$ cat src/design/dae_pkg.sv
// shared types, constants and helpers of the dual envelope generator
`default_nettype none
package dae_pkg;

  localparam int unsigned FRAME_BITS_DEF      = 20;
  localparam int unsigned LEVEL_FRAC_BITS_DEF = 23;
  localparam int unsigned CFG_FRAME_W         = 20;
  localparam int unsigned Q15_W               = 16;
  localparam int unsigned CFG_IDX_W           = 3;
  localparam int unsigned CFG_DATA_W          = 20;
  localparam logic [Q15_W-1:0] Q15_ONE        = 16'h8000;

  typedef struct packed {
    logic [2:0]       action;
    logic [Q15_W-1:0] peak_level;
  } in_t;

  typedef struct packed {
    logic [Q15_W-1:0] amp_level;
    logic [Q15_W-1:0] mod_level;
    logic [2:0]       amp_phase;
  } out_t;

  typedef enum logic [2:0] {
    KIND_TICK,
    KIND_NOTE_ON,
    KIND_RETRIG,
    KIND_LEGATO,
    KIND_NOTE_OFF,
    KIND_STOP,
    KIND_NOP
  } kind_e;

  typedef struct packed {
    kind_e            kind;
    logic [Q15_W-1:0] peak;
  } item_t;

  typedef struct packed {
    logic [CFG_FRAME_W-1:0] attack_frames;
    logic [CFG_FRAME_W-1:0] decay_frames;
    logic [Q15_W-1:0]       sustain_level;
    logic [CFG_FRAME_W-1:0] release_frames;
    logic [CFG_FRAME_W-1:0] mod_attack_frames;
    logic [CFG_FRAME_W-1:0] mod_decay_frames;
    logic [Q15_W-1:0]       mod_sustain_level;
    logic [CFG_FRAME_W-1:0] mod_release_frames;
  } cfg_t;

  function automatic logic [Q15_W-1:0] sat_q15(input logic [Q15_W-1:0] v);
    return (v > Q15_ONE) ? Q15_ONE : v;
  endfunction

endpackage
`default_nettype wire

$ cat src/design/dae_front.sv
// front end: accepts items, classifies the action and queues them
`default_nettype none
module dae_front (
  input  logic          clk_i,
  input  logic          rst_ni,
  input  logic          in_valid_i,
  output logic          in_stall_o,
  input  dae_pkg::in_t  in_data_i,
  output logic          item_valid_o,
  input  logic          item_pop_i,
  output dae_pkg::item_t item_o
);
  import dae_pkg::*;

  typedef enum logic [2:0] {
    ACT_TICK     = 3'd0,
    ACT_NOTE_ON  = 3'd1,
    ACT_RETRIG   = 3'd2,
    ACT_LEGATO   = 3'd3,
    ACT_NOTE_OFF = 3'd4,
    ACT_STOP     = 3'd5
  } action_e;

  item_t      mem_q [2];
  logic       wr_q, rd_q;
  logic [1:0] cnt_q;
  logic       push, pop;
  item_t      item_in;

  always_comb begin
    item_in.peak = sat_q15(in_data_i.peak_level);
    unique case (action_e'(in_data_i.action))
      ACT_TICK:     item_in.kind = KIND_TICK;
      ACT_NOTE_ON:  item_in.kind = KIND_NOTE_ON;
      ACT_RETRIG:   item_in.kind = KIND_RETRIG;
      ACT_LEGATO:   item_in.kind = KIND_LEGATO;
      ACT_NOTE_OFF: item_in.kind = KIND_NOTE_OFF;
      ACT_STOP:     item_in.kind = KIND_STOP;
      default:      item_in.kind = KIND_NOP;
    endcase
  end

  assign in_stall_o   = (cnt_q == 2'd2);
  assign item_valid_o = (cnt_q != 2'd0);
  assign item_o       = mem_q[rd_q];
  assign push         = in_valid_i && !in_stall_o;
  assign pop          = item_pop_i && item_valid_o;

  always_ff @(posedge clk_i or negedge rst_ni) begin
    if (!rst_ni) begin
      wr_q  <= 1'b0;
      rd_q  <= 1'b0;
      cnt_q <= 2'd0;
    end else begin
      if (push) wr_q <= ~wr_q;
      if (pop) rd_q <= ~rd_q;
      if (push && !pop) cnt_q <= cnt_q + 2'd1;
      else if (pop && !push) cnt_q <= cnt_q - 2'd1;
    end
  end

  always_ff @(posedge clk_i) begin
    if (push) mem_q[wr_q] <= item_in;
  end

endmodule
`default_nettype wire

$ cat src/design/dae_div.sv
// restoring divider, one quotient bit per cycle
`default_nettype none
module dae_div #(
  parameter int unsigned DW = 24,
  parameter int unsigned VW = 20
) (
  input  logic          clk_i,
  input  logic          rst_ni,
  input  logic          start_i,
  input  logic [DW-1:0] dividend_i,
  input  logic [VW-1:0] divisor_i,
  output logic          busy_o,
  output logic [DW-1:0] quotient_o
);
  localparam int unsigned CW = $clog2(DW + 1);

  logic [VW-1:0] rem_q, den_q;
  logic [DW-1:0] quo_q;
  logic [CW-1:0] step_q;
  logic          busy_q;
  logic [VW:0]   trial, diffv;
  logic          ge;

  assign trial = {rem_q, quo_q[DW-1]};
  assign diffv = trial - {1'b0, den_q};
  assign ge    = (trial >= {1'b0, den_q});

  always_ff @(posedge clk_i or negedge rst_ni) begin
    if (!rst_ni) begin
      busy_q <= 1'b0;
      step_q <= '0;
    end else if (start_i) begin
      busy_q <= 1'b1;
      step_q <= '0;
    end else if (busy_q) begin
      step_q <= step_q + CW'(1);
      if (step_q == CW'(DW - 1)) busy_q <= 1'b0;
    end
  end

  always_ff @(posedge clk_i) begin
    if (start_i) begin
      rem_q <= '0;
      quo_q <= dividend_i;
      den_q <= divisor_i;
    end else if (busy_q) begin
      rem_q <= ge ? diffv[VW-1:0] : trial[VW-1:0];
      quo_q <= {quo_q[DW-2:0], ge};
    end
  end

  assign busy_o     = busy_q;
  assign quotient_o = quo_q;

endmodule
`default_nettype wire

$ cat src/design/dae_back.sv
// back end: envelope state, event handling and tick sequencing
`default_nettype none
module dae_back #(
  parameter int unsigned FRAME_BITS      = dae_pkg::FRAME_BITS_DEF,
  parameter int unsigned LEVEL_FRAC_BITS = dae_pkg::LEVEL_FRAC_BITS_DEF
) (
  input  logic           clk_i,
  input  logic           rst_ni,
  input  logic           item_valid_i,
  output logic           item_pop_o,
  input  dae_pkg::item_t item_i,
  input  dae_pkg::cfg_t  cfg_i,
  output logic           out_valid_o,
  input  logic           out_stall_i,
  output dae_pkg::out_t  out_data_o
);
  import dae_pkg::*;

  localparam int unsigned LB = LEVEL_FRAC_BITS + 1;
  localparam int unsigned FB = FRAME_BITS;
  localparam int unsigned SH = LEVEL_FRAC_BITS - 15;

  typedef enum logic [2:0] {
    ST_IDLE    = 3'd0,
    ST_ATTACK  = 3'd1,
    ST_DECAY   = 3'd2,
    ST_SUSTAIN = 3'd3,
    ST_RELEASE = 3'd4
  } stage_e;

  typedef enum logic [2:0] {S_WAIT, S_PREP, S_SETUP, S_DIV, S_DONE} seq_e;
  typedef enum logic [1:0] {PL_SEG, PL_SET, PL_HOLD} plan_kind_e;

  typedef struct packed {
    plan_kind_e    kind;
    logic [LB-1:0] target;
    logic [FB-1:0] frames;
    stage_e        next;
  } plan_t;

  seq_e          seq_q;
  stage_e        amp_stage_q, mod_stage_q;
  logic [FB-1:0] amp_cnt_q, mod_cnt_q;
  logic [LB-1:0] amp_val_q, mod_val_q;
  logic [15:0]   peak_q;
  logic [31:0]   prod_q;
  out_t          out_q;
  logic          out_valid_q;

  logic [LB-1:0] peak_lv, one_lv, amp_sus_lv, mod_sus_lv;
  plan_t         amp_plan, mod_plan;

  assign peak_lv    = LB'(peak_q) << SH;
  assign one_lv     = LB'(Q15_ONE) << SH;
  assign mod_sus_lv = LB'(sat_q15(cfg_i.mod_sustain_level)) << SH;

  // peak times sustain is Q2.30, rescaled to the level format
  generate
    if (LEVEL_FRAC_BITS >= 30) begin : g_sus_up
      assign amp_sus_lv = LB'(prod_q) << (LEVEL_FRAC_BITS - 30);
    end else begin : g_sus_dn
      assign amp_sus_lv = LB'(prod_q >> (30 - LEVEL_FRAC_BITS));
    end
  endgenerate

  always_comb begin
    amp_plan = '{kind: PL_SET, target: '0, frames: '0, next: ST_IDLE};
    unique case (amp_stage_q)
      ST_ATTACK:  amp_plan = '{PL_SEG, peak_lv, FB'(cfg_i.attack_frames), ST_DECAY};
      ST_DECAY:   amp_plan = '{PL_SEG, amp_sus_lv, FB'(cfg_i.decay_frames), ST_SUSTAIN};
      ST_SUSTAIN: amp_plan = '{PL_SET, amp_sus_lv, '0, ST_SUSTAIN};
      ST_RELEASE: amp_plan = '{PL_SEG, '0, FB'(cfg_i.release_frames), ST_IDLE};
      default:    amp_plan = '{PL_SET, '0, '0, ST_IDLE};
    endcase
  end

  always_comb begin
    mod_plan = '{kind: PL_HOLD, target: '0, frames: '0, next: ST_IDLE};
    unique case (mod_stage_q)
      ST_ATTACK:  mod_plan = '{PL_SEG, one_lv, FB'(cfg_i.mod_attack_frames), ST_DECAY};
      ST_DECAY:   mod_plan = '{PL_SEG, mod_sus_lv, FB'(cfg_i.mod_decay_frames), ST_SUSTAIN};
      ST_SUSTAIN: mod_plan = '{PL_SET, mod_sus_lv, '0, ST_SUSTAIN};
      ST_RELEASE: mod_plan = '{PL_SEG, '0, FB'(cfg_i.mod_release_frames), ST_IDLE};
      default:    mod_plan = '{PL_HOLD, '0, '0, ST_IDLE};
    endcase
  end

  // amplitude ramp step
  logic          amp_jump, amp_ramp, amp_neg, amp_fin, amp_busy;
  logic [LB:0]   amp_diff, amp_sum;
  logic [LB-1:0] amp_mag, amp_quo;
  logic [FB:0]   amp_cnt1;

  assign amp_jump = (amp_cnt_q >= amp_plan.frames);
  assign amp_ramp = (amp_plan.kind == PL_SEG) && !amp_jump;
  assign amp_diff = {1'b0, amp_plan.target} - {1'b0, amp_val_q};
  assign amp_neg  = amp_diff[LB];
  assign amp_mag  = amp_neg ? LB'(-amp_diff) : amp_diff[LB-1:0];
  assign amp_sum  = amp_neg ? ({1'b0, amp_val_q} - {1'b0, amp_quo})
                            : ({1'b0, amp_val_q} + {1'b0, amp_quo});
  assign amp_cnt1 = {1'b0, amp_cnt_q} + (FB+1)'(1);
  assign amp_fin  = (amp_cnt1 >= {1'b0, amp_plan.frames});

  // filter envelope ramp step
  logic          mod_jump, mod_ramp, mod_neg, mod_fin, mod_busy;
  logic [LB:0]   mod_diff, mod_sum;
  logic [LB-1:0] mod_mag, mod_quo;
  logic [FB:0]   mod_cnt1;

  assign mod_jump = (mod_cnt_q >= mod_plan.frames);
  assign mod_ramp = (mod_plan.kind == PL_SEG) && !mod_jump;
  assign mod_diff = {1'b0, mod_plan.target} - {1'b0, mod_val_q};
  assign mod_neg  = mod_diff[LB];
  assign mod_mag  = mod_neg ? LB'(-mod_diff) : mod_diff[LB-1:0];
  assign mod_sum  = mod_neg ? ({1'b0, mod_val_q} - {1'b0, mod_quo})
                            : ({1'b0, mod_val_q} + {1'b0, mod_quo});
  assign mod_cnt1 = {1'b0, mod_cnt_q} + (FB+1)'(1);
  assign mod_fin  = (mod_cnt1 >= {1'b0, mod_plan.frames});

  dae_div #(.DW(LB), .VW(FB)) u_amp_div (
    .clk_i      (clk_i),
    .rst_ni     (rst_ni),
    .start_i    ((seq_q == S_SETUP) && amp_ramp),
    .dividend_i (amp_mag),
    .divisor_i  (amp_plan.frames - amp_cnt_q),
    .busy_o     (amp_busy),
    .quotient_o (amp_quo)
  );

  dae_div #(.DW(LB), .VW(FB)) u_mod_div (
    .clk_i      (clk_i),
    .rst_ni     (rst_ni),
    .start_i    ((seq_q == S_SETUP) && mod_ramp),
    .dividend_i (mod_mag),
    .divisor_i  (mod_plan.frames - mod_cnt_q),
    .busy_o     (mod_busy),
    .quotient_o (mod_quo)
  );

  logic out_load;
  assign out_load   = (seq_q == S_DONE) && (!out_valid_q || !out_stall_i);
  assign item_pop_o = (seq_q == S_WAIT) && item_valid_i;

  always_ff @(posedge clk_i or negedge rst_ni) begin
    if (!rst_ni) begin
      seq_q       <= S_WAIT;
      amp_stage_q <= ST_IDLE;
      mod_stage_q <= ST_IDLE;
      amp_cnt_q   <= '0;
      mod_cnt_q   <= '0;
      amp_val_q   <= '0;
      mod_val_q   <= '0;
      peak_q      <= '0;
      out_valid_q <= 1'b0;
    end else begin
      if (out_load) out_valid_q <= 1'b1;
      else if (!out_stall_i) out_valid_q <= 1'b0;

      unique case (seq_q)
        S_WAIT: begin
          if (item_valid_i) begin
            seq_q <= (item_i.kind == KIND_TICK) ? S_PREP : S_DONE;
            unique case (item_i.kind)
              KIND_TICK: ;
              KIND_NOTE_ON: begin
                amp_cnt_q   <= '0;
                mod_cnt_q   <= '0;
                amp_val_q   <= '0;
                mod_val_q   <= '0;
                peak_q      <= item_i.peak;
                amp_stage_q <= ST_ATTACK;
                mod_stage_q <= ST_ATTACK;
              end
              KIND_RETRIG: begin
                amp_cnt_q   <= '0;
                mod_cnt_q   <= '0;
                peak_q      <= item_i.peak;
                amp_stage_q <= ST_ATTACK;
                mod_stage_q <= ST_ATTACK;
              end
              KIND_LEGATO: begin
                peak_q <= item_i.peak;
                if (amp_stage_q == ST_RELEASE || amp_stage_q == ST_IDLE) begin
                  amp_cnt_q   <= '0;
                  mod_cnt_q   <= '0;
                  amp_stage_q <= ST_ATTACK;
                  mod_stage_q <= ST_ATTACK;
                end
              end
              KIND_NOTE_OFF: begin
                amp_cnt_q   <= '0;
                mod_cnt_q   <= '0;
                amp_stage_q <= ST_RELEASE;
                mod_stage_q <= ST_RELEASE;
              end
              KIND_STOP: begin
                amp_cnt_q   <= '0;
                mod_cnt_q   <= '0;
                amp_val_q   <= '0;
                mod_val_q   <= '0;
                amp_stage_q <= ST_IDLE;
                mod_stage_q <= ST_IDLE;
              end
              default: ;
            endcase
          end
        end
        S_PREP: seq_q <= S_SETUP;
        S_SETUP: seq_q <= S_DIV;
        S_DIV: begin
          if (!amp_busy && !mod_busy) begin
            seq_q <= S_DONE;
            unique case (amp_plan.kind)
              PL_SEG: begin
                if (amp_jump) begin
                  amp_val_q   <= amp_plan.target;
                  amp_cnt_q   <= '0;
                  amp_stage_q <= amp_plan.next;
                end else begin
                  amp_val_q <= amp_sum[LB-1:0];
                  if (amp_fin) begin
                    amp_cnt_q   <= '0;
                    amp_stage_q <= amp_plan.next;
                  end else begin
                    amp_cnt_q <= amp_cnt1[FB-1:0];
                  end
                end
              end
              PL_SET: begin
                amp_val_q   <= amp_plan.target;
                amp_stage_q <= amp_plan.next;
              end
              default: amp_cnt_q <= '0;
            endcase
            unique case (mod_plan.kind)
              PL_SEG: begin
                if (mod_jump) begin
                  mod_val_q   <= mod_plan.target;
                  mod_cnt_q   <= '0;
                  mod_stage_q <= mod_plan.next;
                end else begin
                  mod_val_q <= mod_sum[LB-1:0];
                  if (mod_fin) begin
                    mod_cnt_q   <= '0;
                    mod_stage_q <= mod_plan.next;
                  end else begin
                    mod_cnt_q <= mod_cnt1[FB-1:0];
                  end
                end
              end
              PL_SET: begin
                mod_val_q   <= mod_plan.target;
                mod_stage_q <= mod_plan.next;
              end
              default: mod_cnt_q <= '0;
            endcase
          end
        end
        S_DONE: if (out_load) seq_q <= S_WAIT;
        default: seq_q <= S_WAIT;
      endcase
    end
  end

  // payload registers
  always_ff @(posedge clk_i) begin
    if (seq_q == S_PREP) prod_q <= 32'(peak_q) * 32'(sat_q15(cfg_i.sustain_level));
    if (out_load) begin
      out_q.amp_level <= amp_val_q[LEVEL_FRAC_BITS -: 16];
      out_q.mod_level <= mod_val_q[LEVEL_FRAC_BITS -: 16];
      out_q.amp_phase <= amp_stage_q;
    end
  end

  assign out_valid_o = out_valid_q;
  assign out_data_o  = out_q;

endmodule
`default_nettype wire

$ cat src/design/dual_adsr_envelope.sv
// top level of the dual linear envelope generator with its register file
`default_nettype none
// Two linear ADSR envelopes (amplitude and filter) advance one frame per tick
// transaction; note on, retrigger, legato, note off and stop change state only.
// Every input transaction yields one result transaction. Events go from the
// back end's wait state straight to its done state; a tick passes through the
// prepare, setup and divide states, where a running ramp waits on the two
// bit-serial dividers that run side by side, one quotient bit a cycle.
// A two-entry queue takes input while the back end works, and the output
// register holds a finished result while the next one is computed.
// Configuration writes are accepted every cycle and belong in idle periods.
module dual_adsr_envelope #(
  parameter int unsigned FRAME_BITS      = dae_pkg::FRAME_BITS_DEF,
  parameter int unsigned LEVEL_FRAC_BITS = dae_pkg::LEVEL_FRAC_BITS_DEF
) (
  input  logic                             clk_i,
  input  logic                             rst_ni,
  input  logic                             in_valid_i,
  output logic                             in_stall_o,
  input  dae_pkg::in_t                     in_data_i,
  output logic                             out_valid_o,
  input  logic                             out_stall_i,
  output dae_pkg::out_t                    out_data_o,
  input  logic                             cfg_valid_i,
  output logic                             cfg_ready_o,
  input  logic [dae_pkg::CFG_IDX_W-1:0]    cfg_index_i,
  input  logic [dae_pkg::CFG_DATA_W-1:0]   cfg_data_i
);
  import dae_pkg::*;

  typedef enum logic [CFG_IDX_W-1:0] {
    REG_ATTACK, REG_DECAY, REG_SUSTAIN, REG_RELEASE,
    REG_MOD_ATTACK, REG_MOD_DECAY, REG_MOD_SUSTAIN, REG_MOD_RELEASE
  } reg_idx_e;

  cfg_t  cfg_q;
  logic  item_valid, item_pop;
  item_t item;

  assign cfg_ready_o = 1'b1;

  always_ff @(posedge clk_i or negedge rst_ni) begin
    if (!rst_ni) begin
      cfg_q.attack_frames      <= '0;
      cfg_q.decay_frames       <= '0;
      cfg_q.sustain_level      <= Q15_ONE;
      cfg_q.release_frames     <= '0;
      cfg_q.mod_attack_frames  <= '0;
      cfg_q.mod_decay_frames   <= CFG_FRAME_W'(4800);
      cfg_q.mod_sustain_level  <= '0;
      cfg_q.mod_release_frames <= CFG_FRAME_W'(24000);
    end else if (cfg_valid_i && cfg_ready_o) begin
      unique case (reg_idx_e'(cfg_index_i))
        REG_ATTACK:      cfg_q.attack_frames      <= cfg_data_i;
        REG_DECAY:       cfg_q.decay_frames       <= cfg_data_i;
        REG_SUSTAIN:     cfg_q.sustain_level      <= cfg_data_i[Q15_W-1:0];
        REG_RELEASE:     cfg_q.release_frames     <= cfg_data_i;
        REG_MOD_ATTACK:  cfg_q.mod_attack_frames  <= cfg_data_i;
        REG_MOD_DECAY:   cfg_q.mod_decay_frames   <= cfg_data_i;
        REG_MOD_SUSTAIN: cfg_q.mod_sustain_level  <= cfg_data_i[Q15_W-1:0];
        REG_MOD_RELEASE: cfg_q.mod_release_frames <= cfg_data_i;
      endcase
    end
  end

  dae_front u_front (
    .clk_i        (clk_i),
    .rst_ni       (rst_ni),
    .in_valid_i   (in_valid_i),
    .in_stall_o   (in_stall_o),
    .in_data_i    (in_data_i),
    .item_valid_o (item_valid),
    .item_pop_i   (item_pop),
    .item_o       (item)
  );

  dae_back #(
    .FRAME_BITS      (FRAME_BITS),
    .LEVEL_FRAC_BITS (LEVEL_FRAC_BITS)
  ) u_back (
    .clk_i        (clk_i),
    .rst_ni       (rst_ni),
    .item_valid_i (item_valid),
    .item_pop_o   (item_pop),
    .item_i       (item),
    .cfg_i        (cfg_q),
    .out_valid_o  (out_valid_o),
    .out_stall_i  (out_stall_i),
    .out_data_o   (out_data_o)
  );

endmodule
`default_nettype wire

$ cat config.mk
export PLATFORM = sky130hd
export DESIGN_NAME = dual_adsr_envelope
export DESIGN_NICKNAME = d
export VERILOG_FILES = /design/src/design/dae_pkg.sv /design/src/design/dae_front.sv /design/src/design/dae_div.sv /design/src/design/dae_back.sv /design/src/design/dual_adsr_envelope.sv
export SDC_FILE = /design/constraint.sdc
export NUM_CORES = 2
export LEC_CHECK = 0
export ABC_AREA = 1
export CORE_AREA = 4 4 312 314
export CTS_CLUSTER_SIZE = 10
export DETAILED_ROUTE_END_ITERATION = 10
export DIE_AREA = 0 0 316 318
export DONT_BUFFER_PORTS = 1
export HOLD_SLACK_MARGIN = 0.06
export RECOVER_POWER = 100
export SLEW_MARGIN = 0
export SYNTH_ARGS = -nofsm -noshare
export SYNTH_HDL_FRONTEND = slang
export SYNTH_SLANG_ARGS = --single-unit
$ cat constraint.sdc
create_clock -name clk_i -period 6.86 [get_ports clk_i]
set_input_delay 0 -clock clk_i [delete_from_list [all_inputs] [get_ports clk_i]]
set_output_delay 0 -clock clk_i [all_outputs]
set_load 0.05 [all_outputs]
==> flow_summary.yaml <==
layout:
  fill_cells: 9381
  final_nets: 6214
  finish.instance_area_sq_um: 46980
  synthToLayoutAreaGrowth_pct: 10.83
  drive_above_1_share: 0.05095
die:
  start_util: 0.4481
  io_pins: 85
  die-area_sq_um: 100500
  core_sq_um: 94590
  die-width_um: 316
  rows: 113
  die_y_um: 318
placed_design:
  dpl_cell_area_sq_um: 44120
  dpl.hpwl_um: 100900
  place.gp.congestion: 0.9782
  port_buffers: 0
  dp_slack_ns: -0.03240
clock_network:
  clk_pin_slew_worst_paths_ns: 0.05
  cts.sinks: 507
  clock_latency_ns: 0.66
  htree_levels: 3
  cts_buffers: 68
  cts_max_path_buffers: 3
  cts-root-buf: "clkbuf_16"
  tritoncts: "yes"
global_route:
  antenna_found_initial: 2
  grt_pass1_vias: 35660
  grt_first_pass_wirelength_um: 201900
  grt_max_degree: 283
  grt_usage: 0.2572
  grt_remaining_overflow: 0
timing:
  worst_slack_ns: 0.2842
  final.min_clock_period_ns: 6.576
  slew_violations: 609
  hold-worst-slack_ns: 0.1903
  tns_ns: 0
  slew_headroom: -1.177
  period_share: 0.9586
  hold_viol_final: 0
  final-setup-viol-count: 0
  skew_ns: 0.04869
  clock.fmax_ghz: 0.1521
  worst_pin_slew_ns: 3.266
route:
  wirelength_um: 130400
  wl_per_cell_um: 18.69
  first_pass_iters: 6
  drtIter0Drc: 3392
  drt.antenna.violating_nets: 0
  drc: 0
  vias: 37150
  via_per_inst: 5.324
synth:
  ys_ff_latch: 507
  synth_ff_type: "dfrtp_1"
  synth_fa_ha_area_frac: 0.1861
  syn-num-nets: 6115
  synthSimpleGateAreaFrac: 0.2203
  syn_area_sq_um: 42390
  synth_top_family_by_area: "simple AND/OR/NAND/NOR gates"
  synth_cells: 5557
  seq_area_frac_synth: 0.3168
  avgSynthCellArea_sq_um: 7.628
  synth_edf_count: 185
  ys_warn_count: 0
  synth_mux_area_frac: 0.0002361
  synth_xor_area_frac: 0.05042
  synth.distinct_cells: 68
  async_flop_share: 0.5562
  synth_compound_area_frac: 0.1286
critical_path:
  path_buf_inv: 6
  critPathLaunch: "cfg_q[111]$_DFFE_PN1P_"
  path_common_cell: "fa_1"
  cp_data_required_time_ns: 7.27
  worst-path-max-fanout: 6
  start_kind: "flip-flop"
  end_kind: "flip-flop"
  r2r-start: "cfg_q[111]$_DFFE_PN1P_"
  critPathArrivalTime_ns: 6.98
  cpLargestDelayFamily: "adder cells"
  setup.worst_path.class: "reg2reg"
  cp_slowest_cell: "fa_1"
  max_stage_delay_ns: 0.54
job:
  maxCapViolCount: 11
min_path:
  worstHoldStart: "in_data_i[2]"
  hold_path_class: "in2reg"
run_status:
  violations: "capacitance limit, slew limit"
  outcome: "complete, but fails checks"
## registers in the layout, summed over array words and instances (netlist names), 20 cells and up
register	flops
u_back.out_data_o	35
u_back.amp_cnt_q	20
u_back.u_amp_div.quotient_o	24
u_back.amp_val_q	24
u_back.u_mod_div.den_q	20
u_back.u_amp_div.rem_q	20
cfg_q	152
u_back.u_mod_div.quotient_o	24
u_front.mem_q	38
u_back.mod_val_q	24
u_back.u_amp_div.den_q	20
u_back.prod_q	24
u_back.mod_cnt_q	20
u_back.u_mod_div.rem_q	20
## per-stage QoR
| step | util | std cells |
|---|---|---|
| after floorplan | - | 5557 |
| after global placement | 0.4664 | 6778 |
| after detailed placement | 0.4664 | 6778 |
| after CTS | 0.4972 | 6974 |
| after global routing | 0.4966 | 6976 |
| final | 0.4967 | 6977 |
## timing repair
| action | 4_1_cts | 5_1_grt |
|---|---|---|
| setup endpoints to repair | 1 | 16 |
| setup buffers | 0 | 1 |
| hold endpoints to repair | 515 | 0 |
| pin swaps | 0 | 0 |
| hold buffers | 71 | 0 |
| cloned | 0 | 0 |
| gates resized for setup | 1 | 37 |
## logic make-up after synthesis
family / after synthesis
other cells: 1
buf+inv: 1085
simple gates: 2251
mux: 1
fa+ha+maj: 511
flops: 507
xor+xnor: 244
compound gates: 957
## final timing paths
kind                            slack (ns)                                 endpoint  cells after the start
worst max-delay path                  0.28              u_back.prod_q[29]$_DFFE_PP_                     27
worst min-delay path                  0.19            u_front.mem_q[1][2]$_DFFE_PP_                      3
worst max register to register        0.28              u_back.prod_q[29]$_DFFE_PP_                     27
worst min register to register        0.47  u_back.u_mod_div.rem_q[12]$_SDFFE_PP0P_                      2
max in group asynchronous             1.79             u_back.peak_q[2]$_DFFE_PN0P_                      3
min in group asynchronous             1.09   u_back.u_mod_div.step_q[2]$_DFFE_PN0P_                      2
## placed cells by master, fill, tap and decap left out, types with 42 or more instances in the layout
| cell | count |
|---|---|
| edfxtp_1 | 185 |
| ha_1 | 307 |
| clkbuf_1 | 42 |
| xor2_1 | 175 |
| dfrtp_1 | 270 |
| dlygate4sd3_1 | 70 |
| nand4_1 | 64 |
| o21ai_0 | 433 |
| buf_4 | 74 |
| nand2_1 | 1337 |
| nor2_1 | 471 |
| inv_1 | 921 |
| fa_1 | 199 |
| nor3_1 | 56 |
| clkbuf_16 | 70 |
| o211ai_1 | 60 |
| nand3_1 | 207 |
| a21oi_1 | 267 |
| xnor2_1 | 69 |
## layout make-up
class	instances	area, sq um	share of cell area
multi-input cells	3965	24860	0.5292
well taps	1265	1583	0.03369
clock inverters	20	242.7	0.005167
inverters	951	3570	0.07599
clock buffers	105	1943	0.04136
diodes	1	2.502	0.00005327
repair buffers	163	1350	0.02874
flip-flops and latches	507	13430	0.2858
## cells in the mapped netlist, types with 21 or more instances
master	number	area [sq um]
nand2_1	1337	5019
inv_1	924	3468
nor2_1	477	1790
o21ai_0	425	2127
ha_1	312	3904
a21oi_1	275	1376
dfrtp_1	270	6756
nand3_1	206	1031
fa_1	199	3984
edfxtp_1	185	5555
xor2_1	175	1533
clkbuf_1	106	397.9
xnor2_1	69	604.3
nand4_1	63	394.1
o211ai_1	58	435.4
nor3_1	54	270.3
dfxtp_1	40	800.8
a221oi_1	28	245.2
nor4_1	27	168.9
a21o_1	25	187.7
a21boi_0	21	157.7
## metal layers
| layer | wire length (um) | share of wire | up-vias | track usage |
|---|---|---|---|---|
| met2 | 58520 | 0.45 | 1114 | 0.4044 |
| met5 | 0 | 0 | - | 0 |
| met1 | 58420 | 0.45 | 17640 | 0.3599 |
| li1 | - | - | 18160 | - |
| met3 | 8540 | 0.066 | 236 | 0.04200 |
| met4 | 4894 | 0.038 | 0 | 0.08966 |
## worst register-to-register path, stage by stage, from the launching register on
cell      delay (ns)
dfstp_2         0.53
inv_2           0.05
nor4_2          0.14
nand4_1         0.13
nor4_2          0.18
a21oi_2         0.13
inv_2           0.14
nand2_1         0.16
buf_4           0.20
nor2_1          0.12
fa_1            0.45
fa_1            0.49
fa_1            0.54
fa_1            0.54
fa_1            0.55
inv_1           0.05
fa_1            0.52
inv_1           0.04
ha_1            0.32
a21oi_1         0.18
inv_1           0.10
a31oi_2         0.15
o21a_1          0.18
nor2_1          0.07
a211oi_2        0.21
nand2_1         0.08
nand2_1         0.06
nand2_1         0.04
Power is left out: the tool's default activity adds up to more than one toggle a clock period on the data nets, which glitch-free logic cannot reach.
